**config.mk**
```make
export PLATFORM = sky130hd
export DESIGN_NAME = coordinate_conversion_core
export DESIGN_NICKNAME = d
export VERILOG_FILES = /design/src/cc_pkg.sv /design/src/cc_front.sv /design/src/cc_back.sv /design/src/coordinate_conversion_core.sv
export SDC_FILE = /design/constraint.sdc
export NUM_CORES = 2
export LEC_CHECK = 0
export BUFFER_PORTS_ARGS = -buffer_cell sky130_fd_sc_hd__buf_2
export CORE_MARGIN = 5
export CORE_UTILIZATION = 66
export DETAILED_ROUTE_END_ITERATION = 10
export GPL_TIMING_DRIVEN = 0
export PLACE_DENSITY = 0.8
export SYNTH_ARGS = -nofsm -noshare
export SYNTH_HDL_FRONTEND = slang
export SYNTH_SLANG_ARGS = --single-unit
```
**constraint.sdc**
```tcl
create_clock -name clk -period 60.2 [get_ports clk]
set_input_delay 12.04 -clock clk [delete_from_list [all_inputs] [get_ports clk]]
set_output_delay 12.04 -clock clk [all_outputs]
set_load 0.02 [all_outputs]
```
**src/cc_pkg.sv**
```systemverilog
// ----------------------------------------------------------------------------
// cc_pkg: shared types and constants for the coordinate conversion core
// Arctangent table, gain and angle limits used by the front and back stages.
// ----------------------------------------------------------------------------
package cc_pkg;

  localparam int TABLE_LEN = 24;
  localparam int ZW        = 28;   // angle accumulator, 2^-16 degree
  localparam int DEG180    = 180;

  localparam logic signed [ZW-1:0] Z_HALF = ZW'(DEG180 * 65536);
  localparam logic signed [16:0]   A_HALF = 17'(DEG180 * 128);
  localparam logic signed [16:0]   A_QUARTER = 17'(DEG180 * 64);
  localparam logic [23:0]          GAIN_Q24 = 24'd10188014;

  typedef enum logic {
    MODE_VECTOR = 1'b0,
    MODE_ROTATE = 1'b1
  } mode_t;

  function automatic logic signed [ZW-1:0] atan_entry(input int i);
    logic signed [ZW-1:0] v;
    begin
      case (i)
        0:  v = ZW'(2949120);
        1:  v = ZW'(1740967);
        2:  v = ZW'(919879);
        3:  v = ZW'(466945);
        4:  v = ZW'(234379);
        5:  v = ZW'(117304);
        6:  v = ZW'(58666);
        7:  v = ZW'(29335);
        8:  v = ZW'(14668);
        9:  v = ZW'(7334);
        10: v = ZW'(3667);
        11: v = ZW'(1833);
        12: v = ZW'(917);
        13: v = ZW'(458);
        14: v = ZW'(229);
        15: v = ZW'(115);
        16: v = ZW'(57);
        17: v = ZW'(29);
        18: v = ZW'(14);
        19: v = ZW'(7);
        20: v = ZW'(4);
        21: v = ZW'(2);
        22: v = ZW'(1);
        default: v = '0;
      endcase
      return v;
    end
  endfunction

endpackage

```
**src/cc_front.sv**
```systemverilog
// ----------------------------------------------------------------------------
// cc_front: input classification and start vector
// Accepts requests, reduces the angle, picks the start quadrant and zero case.
// ----------------------------------------------------------------------------
module cc_front
  import cc_pkg::*;
#(
  parameter int DATA_WIDTH = 16,
  parameter int XW = DATA_WIDTH + 4
) (
  input  logic                 clk,
  input  logic                 rst,
  input  logic                 in_valid,
  output logic                 in_ready,
  input  logic                 mode,
  input  logic signed [15:0]   a,
  input  logic signed [15:0]   b,
  output logic                 q_valid,
  input  logic                 q_ready,
  output logic                 q_mode,
  output logic                 q_zero,
  output logic signed [XW-1:0] q_x,
  output logic signed [XW-1:0] q_y,
  output logic signed [ZW-1:0] q_z
);

  logic signed [XW-1:0] ai, bi, x_next, y_next;
  logic signed [ZW-1:0] z_next;
  logic signed [16:0]   bb;
  logic                 zero_next;

  function automatic logic signed [XW-1:0] to_int(input logic signed [15:0] v);
    logic signed [XW+15:0] t;
    begin
      t = {{XW{v[15]}}, v};
      if (DATA_WIDTH >= 16) t = t <<< (DATA_WIDTH - 16);
      else                  t = t >>> (16 - DATA_WIDTH);
      return t[XW-1:0];
    end
  endfunction

  assign in_ready = !q_valid || q_ready;

  always_comb begin
    ai = to_int(a);
    bi = to_int(b);
    zero_next = 1'b0;
    bb = 17'(b);
    x_next = ai;
    y_next = bi;
    z_next = '0;
    if (mode == MODE_VECTOR) begin
      zero_next = (a == 0) && (b == 0);
      if (a < 0) begin
        x_next = -ai;
        y_next = -bi;
        z_next = (b >= 0) ? Z_HALF : -Z_HALF;
      end
    end else begin
      if (bb > A_HALF) bb = bb - (A_HALF <<< 1);
      else if (bb < -A_HALF) bb = bb + (A_HALF <<< 1);
      x_next = ai;
      y_next = '0;
      if (bb > A_QUARTER) begin
        x_next = '0; y_next = ai; bb = bb - A_QUARTER;
      end else if (bb < -A_QUARTER) begin
        x_next = '0; y_next = -ai; bb = bb + A_QUARTER;
      end
      z_next = ZW'(bb) <<< 9;
    end
  end

  always_ff @(posedge clk) begin
    if (rst) begin
      q_valid <= 1'b0;
    end else if (in_ready) begin
      q_valid <= in_valid;
    end
    if (in_ready && in_valid) begin
      q_mode <= mode;
      q_zero <= zero_next;
      q_x    <= x_next;
      q_y    <= y_next;
      q_z    <= z_next;
    end
  end

endmodule

```
**src/cc_back.sv**
```systemverilog
// ----------------------------------------------------------------------------
// cc_back: pipelined CORDIC stages, gain, rounding and saturation
// One micro-rotation per stage, then gain multiply and output register.
// ----------------------------------------------------------------------------
module cc_back
  import cc_pkg::*;
#(
  parameter int ITERATIONS = 16,
  parameter int DATA_WIDTH = 16,
  parameter int XW = DATA_WIDTH + 4
) (
  input  logic                 clk,
  input  logic                 rst,
  input  logic                 s_valid,
  output logic                 s_ready,
  input  logic                 s_mode,
  input  logic                 s_zero,
  input  logic signed [XW-1:0] s_x,
  input  logic signed [XW-1:0] s_y,
  input  logic signed [ZW-1:0] s_z,
  output logic                 m_valid,
  input  logic                 m_ready,
  output logic                 m_mode,
  output logic signed [16:0]   m_first,
  output logic signed [15:0]   m_second
);

  localparam int N   = (ITERATIONS < TABLE_LEN) ? ITERATIONS : TABLE_LEN;
  localparam int SH  = 24 + DATA_WIDTH - 16;
  localparam int PW  = XW + 25;

  logic                 vld  [N+2];
  logic                 md   [N+2];
  logic                 zr   [N+2];
  logic signed [XW-1:0] px   [N+1];
  logic signed [XW-1:0] py   [N+1];
  logic signed [ZW-1:0] pz   [N+1];
  logic signed [PW-1:0] gx, gy;
  logic signed [ZW-1:0] gz;
  logic                 adv;

  // whole pipe advances together; output register frees it
  assign adv     = !m_valid || m_ready;
  assign s_ready = adv;

  assign vld[0] = s_valid;
  assign md[0]  = s_mode;
  assign zr[0]  = s_zero;
  assign px[0]  = s_x;
  assign py[0]  = s_y;
  assign pz[0]  = s_z;

  for (genvar i = 0; i < N; i++) begin : g_stage
    logic                 dir;
    logic signed [XW-1:0] xs, ys;
    assign xs  = px[i] >>> i;
    assign ys  = py[i] >>> i;
    assign dir = (md[i] == MODE_VECTOR) ? (py[i] >= 0) : (pz[i] < 0);
    always_ff @(posedge clk) begin
      if (rst) begin
        vld[i+1] <= 1'b0;
      end else if (adv) begin
        vld[i+1] <= vld[i];
      end
      if (adv) begin
        md[i+1] <= md[i];
        zr[i+1] <= zr[i];
        if (dir) begin
          px[i+1] <= px[i] + ys;
          py[i+1] <= py[i] - xs;
          pz[i+1] <= pz[i] + atan_entry(i);
        end else begin
          px[i+1] <= px[i] - ys;
          py[i+1] <= py[i] + xs;
          pz[i+1] <= pz[i] - atan_entry(i);
        end
      end
    end
  end

  // gain multiply stage
  always_ff @(posedge clk) begin
    if (rst) begin
      vld[N+1] <= 1'b0;
    end else if (adv) begin
      vld[N+1] <= vld[N];
    end
    if (adv) begin
      md[N+1] <= md[N];
      zr[N+1] <= zr[N];
      gx <= PW'(px[N]) * $signed({1'b0, GAIN_Q24});
      gy <= PW'(py[N]) * $signed({1'b0, GAIN_Q24});
      gz <= pz[N];
    end
  end

  logic signed [PW-1:0] rx, ry;
  logic signed [ZW-1:0] rz;
  logic signed [16:0]   f_next;
  logic signed [15:0]   s_next;

  always_comb begin
    rx = (gx + (PW'(1) <<< (SH - 1))) >>> SH;
    ry = (gy + (PW'(1) <<< (SH - 1))) >>> SH;
    rz = (gz + ZW'(256)) >>> 9;
    if (zr[N+1]) begin
      f_next = '0;
      s_next = '0;
    end else if (md[N+1] == MODE_VECTOR) begin
      if (rx < 0)                 f_next = '0;
      else if (rx > PW'(46341))   f_next = 17'sd46341;
      else                        f_next = rx[16:0];
      if (rz > ZW'(A_HALF))       s_next = 16'(A_HALF);
      else if (rz < -ZW'(A_HALF)) s_next = 16'(-A_HALF);
      else                        s_next = rz[15:0];
    end else begin
      if (rx > PW'(32767))        f_next = 17'sd32767;
      else if (rx < -PW'(32768))  f_next = -17'sd32768;
      else                        f_next = rx[16:0];
      if (ry > PW'(32767))        s_next = 16'sd32767;
      else if (ry < -PW'(32768))  s_next = -16'sd32768;
      else                        s_next = ry[15:0];
    end
  end

  always_ff @(posedge clk) begin
    if (rst) begin
      m_valid <= 1'b0;
    end else if (adv) begin
      m_valid <= vld[N+1];
    end
    if (adv) begin
      m_mode   <= md[N+1];
      m_first  <= f_next;
      m_second <= s_next;
    end
  end

endmodule

```
**src/coordinate_conversion_core.sv**
```systemverilog
// ----------------------------------------------------------------------------
// coordinate_conversion_core: CORDIC rectangular/polar converter
// Front stage classifies requests, a register queues them, back pipe rotates.
// ----------------------------------------------------------------------------
//  channel  | dir | tdata bits                            | tuser
//  s_axis   | in  | [15:0] first_operand [31:16] second   | mode
//  m_axis   | out | [16:0] first_result [32:17] second    | mode_echo
//
// One request per cycle sustained while m_axis accepts. Registers: front
// register, one CORDIC stage per iteration up to TABLE_LEN, gain multiply,
// output register. Reset clears all valid bits. A stall at m_axis freezes
// the whole pipe and drops s_axis_tready once the front register is full.
module coordinate_conversion_core
  import cc_pkg::*;
#(
  parameter int ITERATIONS = 16,
  parameter int DATA_WIDTH = 16
) (
  input  logic        clk,
  input  logic        rst,
  input  logic        s_axis_tvalid,
  output logic        s_axis_tready,
  input  logic [31:0] s_axis_tdata,   // first_operand, second_operand
  input  logic        s_axis_tuser,   // mode
  output logic        m_axis_tvalid,
  input  logic        m_axis_tready,
  output logic [39:0] m_axis_tdata,   // first_result, second_result, zero pad
  output logic        m_axis_tuser    // mode_echo
);

  localparam int XW = DATA_WIDTH + 4;

  logic                 q_valid, q_ready, q_mode, q_zero;
  logic signed [XW-1:0] q_x, q_y;
  logic signed [ZW-1:0] q_z;
  logic signed [16:0]   first_result;
  logic signed [15:0]   second_result;

  cc_front #(.DATA_WIDTH(DATA_WIDTH), .XW(XW)) u_front (
    .clk, .rst,
    .in_valid (s_axis_tvalid),
    .in_ready (s_axis_tready),
    .mode     (s_axis_tuser),
    .a        (s_axis_tdata[15:0]),
    .b        (s_axis_tdata[31:16]),
    .q_valid, .q_ready, .q_mode, .q_zero, .q_x, .q_y, .q_z
  );

  cc_back #(.ITERATIONS(ITERATIONS), .DATA_WIDTH(DATA_WIDTH), .XW(XW)) u_back (
    .clk, .rst,
    .s_valid  (q_valid),
    .s_ready  (q_ready),
    .s_mode   (q_mode),
    .s_zero   (q_zero),
    .s_x      (q_x),
    .s_y      (q_y),
    .s_z      (q_z),
    .m_valid  (m_axis_tvalid),
    .m_ready  (m_axis_tready),
    .m_mode   (m_axis_tuser),
    .m_first  (first_result),
    .m_second (second_result)
  );

  assign m_axis_tdata = {7'b0, second_result, first_result};

endmodule

```
==> flow_metrics.tcl <==
set metrics [dict create \
    maxCapViolations 0 \
    report.final.setup_viol 0 \
    synthMuxAreaShare_pct 0.628 \
    fill_cells 12300 \
    cts.repair.resized 0 \
    routed-via-count 83800 \
    min_period_over_period_pct 41.6 \
    fin_skew_ns 0.0273 \
    final-max-slew-violation-count 0 \
    grt_setup_unrepaired "no" \
    syn_area_per_cell_sq_um 10.0 \
    critical_path.startpoint_type "input pin" \
    synth-main-ff-cell "sky130_fd_sc_hd__edfxtp_1" \
    tritoncts_clock_tree "built" \
    synthesis.instances 11100 \
    synthSimpleGateAreaFrac_pct 12.6 \
    h_tree_level_count 4 \
    final_hold_viol_count 0 \
    crit_path_cell_trace "buf_2 -> nor2b_1 -> clkbuf_1 -> nand2_1 -> buf_2" \
    worst_pin_slew_ns 1.29 \
    synth_compound_area_share_pct 14.9 \
    min_path_type "flip-flop to flip-flop" \
    clkTransAtPathRegs_ns 0.05 \
    synthArstFlopShare_pct 0 \
    grt_usage_pct 29.8 \
    ioPinCount 80 \
    ctsRootBufferMaster "sky130_fd_sc_hd__clkbuf_16" \
    ant_nets 0 \
    synthesis.yosys.warnings 0 \
    outcome "finished, final reports clean" \
    final_net_count 13300 \
    io_buffers 67 \
    cts_made_buffers 145 \
    synth.yosys.seq_area_share_pct 33.7 \
    finalCriticalPeriod_ns 25.06 \
    core.rowCount 150 \
    timing.critical_path.fanout_max 10 \
    clock_sinks 1260 \
    grt_pass1_vias 84000 \
    grt_first_pass_wirelength_microns 432000 \
    critPathCaptureType "primary output" \
    synth_top_family_by_area "adder cells" \
    global_route.overflow_total 0 \
    design.die.area_sq_um 177000 \
    floorplan.die.height_microns 421 \
    slew_headroom_pct 13.7 \
    critical-path-max-stage-delay_ns 0.36 \
    synth_seq_cells 1260 \
    synth-xor-area-share_pct 10.1 \
    grt_max_degree 73 \
    yosys.area_share.adder_pct 24.5 \
    design.core.area_sq_um 168000 \
    synth.cell_area_sq_um 112000 \
    routed_wl_microns 270000 \
    final.setup.tns_ns 0 \
    start_util_pct 66.6 \
    max-clock-path-buffers 3 \
    crit_arrival_ns 13.02 \
    worst-endpoint-required_ns 48.16 \
    layout.area.seq_sq_um 37600 \
    multi_input_comb_area_sq_um 69900 \
    drt-initial-drc-count 6071 \
    setup_bufs_post_cts 0 \
    dp.final_hpwl_microns 215000 \
    ys_types 96 \
    drc 0 \
    viasPerCell 6.13 \
    grt_antenna_before_repair 8 \
    gp_congestion 0.940 \
    post_route_cells_drive_above_1_share_pct 4.19 \
    critical_path_class "input pin to primary output" \
    detail_route.first_pass.iterations 8 \
    floorplan.die.width_microns 421 \
    critical-path-top-cell-by-count "sky130_fd_sc_hd__buf_2" \
    syn2layout_area_growth_pct 7.56 \
    critPathSlowestCell "sky130_fd_sc_hd__clkbuf_1" \
    synth_edf_count 1241 \
    drt-wirelength-per-cell_microns 19.7 \
    clkLatencyLatePin_ns 0.80 \
    max_clock_freq_mhz 39.9 \
    post_cts_hold_buffer_count 0 \
    ff2ff_setup_slack_ns 52.58 \
]
==> critical path: cells and delay by family <==
| kind | cells | cell delay (ns) |
|---|---|---|
| simple gates | 2 | 0.34 |
| buf+inv | 3 | 0.63 |
==> worst paths after layout <==
kind / startpoint / end / cells after the start
setup / recovery: m_axis_tready / s_axis_tready / 5
hold / removal: u_back.zr[6] / u_back.zr[5] / 0
setup reg to reg: u_back.py[8] / u_back.gy[41] / 21
hold reg to reg: u_back.zr[6] / u_back.zr[5] / 0
==> per-layer routing <==
layer | routed length, microns | track usage, % | vias to the layer above
met3 | 12000 | 3.29 | 623
met5 | 0 | 0 | -
met1 | 108000 | 36.1 | 40200
met4 | 14200 | 14.1 | 0
met2 | 135000 | 53.3 | 2346
li1 | - | - | 40700
==> layout make-up <==
class,instances,share of cell area (%)
Clock buffer,177,3.23
Sequential cell,1260,31.4
Timing Repair Buffer,87,0.717
Tap cell,2204,2.30
Antenna cell,9,0.0188
Buffer,134,0.486
Multi-Input combinational cell,8789,58.2
Inverter,928,2.90
Clock inverter,86,0.727
==> stage by stage <==
step	cell area, sq um	hold slack, ns	worst slack [ns]	util, %	std cells
3_3_place_gp	115000	0.401	2.38	68.4	13400
3_5_place_dp	115000	0.405	35.17	68.7	13400
6_report	120000	0.406	35.14	71.6	13700
4_1_cts	120000	0.408	35.14	71.6	13700
2_1_floorplan	112000	0.400	14.06	-	11100
5_1_grt	120000	0.424	35.01	71.6	13700
==> layout by cell type, fill, tap and decap left out, types with 63 or more instances in the layout <==
master,count
sky130_fd_sc_hd__a211oi_1,82
sky130_fd_sc_hd__a21o_1,332
sky130_fd_sc_hd__a21oi_1,804
sky130_fd_sc_hd__a31oi_1,109
sky130_fd_sc_hd__and3_1,128
sky130_fd_sc_hd__buf_2,79
sky130_fd_sc_hd__clkbuf_1,105
sky130_fd_sc_hd__clkbuf_16,150
sky130_fd_sc_hd__edfxtp_1,1241
sky130_fd_sc_hd__fa_1,427
sky130_fd_sc_hd__ha_1,1499
sky130_fd_sc_hd__inv_1,921
sky130_fd_sc_hd__nand2_1,629
sky130_fd_sc_hd__nand2b_1,147
sky130_fd_sc_hd__nand3_1,192
sky130_fd_sc_hd__nor2_1,872
sky130_fd_sc_hd__nor2b_1,129
sky130_fd_sc_hd__nor3_1,333
sky130_fd_sc_hd__o211ai_1,63
sky130_fd_sc_hd__o21a_1,143
sky130_fd_sc_hd__o21ai_0,519
sky130_fd_sc_hd__o21bai_1,75
sky130_fd_sc_hd__o31ai_1,93
sky130_fd_sc_hd__or2_2,71
sky130_fd_sc_hd__or3_1,113
sky130_fd_sc_hd__xnor2_1,890
sky130_fd_sc_hd__xor2_1,395
==> synth_stat cells, types with 93 or more instances <==
library cell / number / area share [%]
sky130_fd_sc_hd__o21a_1: 143 / 0.96
sky130_fd_sc_hd__a21oi_1: 804 / 3.6
sky130_fd_sc_hd__xnor2_1: 890 / 7.0
sky130_fd_sc_hd__nor2b_1: 129 / 0.72
sky130_fd_sc_hd__nand2b_1: 147 / 0.82
sky130_fd_sc_hd__edfxtp_1: 1241 / 33
sky130_fd_sc_hd__a31oi_1: 109 / 0.61
sky130_fd_sc_hd__ha_1: 1499 / 17
sky130_fd_sc_hd__nand3_1: 192 / 0.86
sky130_fd_sc_hd__o21ai_0: 519 / 2.3
sky130_fd_sc_hd__and3_1: 128 / 0.72
sky130_fd_sc_hd__nand2_1: 629 / 2.1
sky130_fd_sc_hd__o31ai_1: 93 / 0.63
sky130_fd_sc_hd__fa_1: 427 / 7.7
sky130_fd_sc_hd__nor2_1: 872 / 2.9
sky130_fd_sc_hd__nor3_1: 333 / 1.5
sky130_fd_sc_hd__a21o_1: 332 / 2.2
sky130_fd_sc_hd__or3_1: 113 / 0.63
sky130_fd_sc_hd__inv_1: 921 / 3.1
sky130_fd_sc_hd__xor2_1: 395 / 3.1
==> flip-flops by register name, indices dropped and copies added (netlist names), 20 cells and up <==
name,cells
u_back.g_stage.xs,180
u_back.g_stage.ys,180
u_back.gx,22
u_back.gy,22
u_back.gz,20
u_back.px,139
u_back.py,140
u_back.pz,411
u_front.q_x,20
u_front.q_y,20
==> logic make-up (layout without fill, tap and decap cells) <==
kind of cell	after synthesis	in the layout
AOI/OAI and AO/OA	2603	2603
xor gates and xnor gates	1285	1285
adders and majority gates	1926	1926
buffers and inverters	1062	1412
DFF	1260	1260
muxes	68	68
other	1	16
and+or+nand+nor	2900	2900
Power is left out: the tool's default activity adds up to more than one toggle a clock period on the data nets, which glitch-free logic cannot reach.
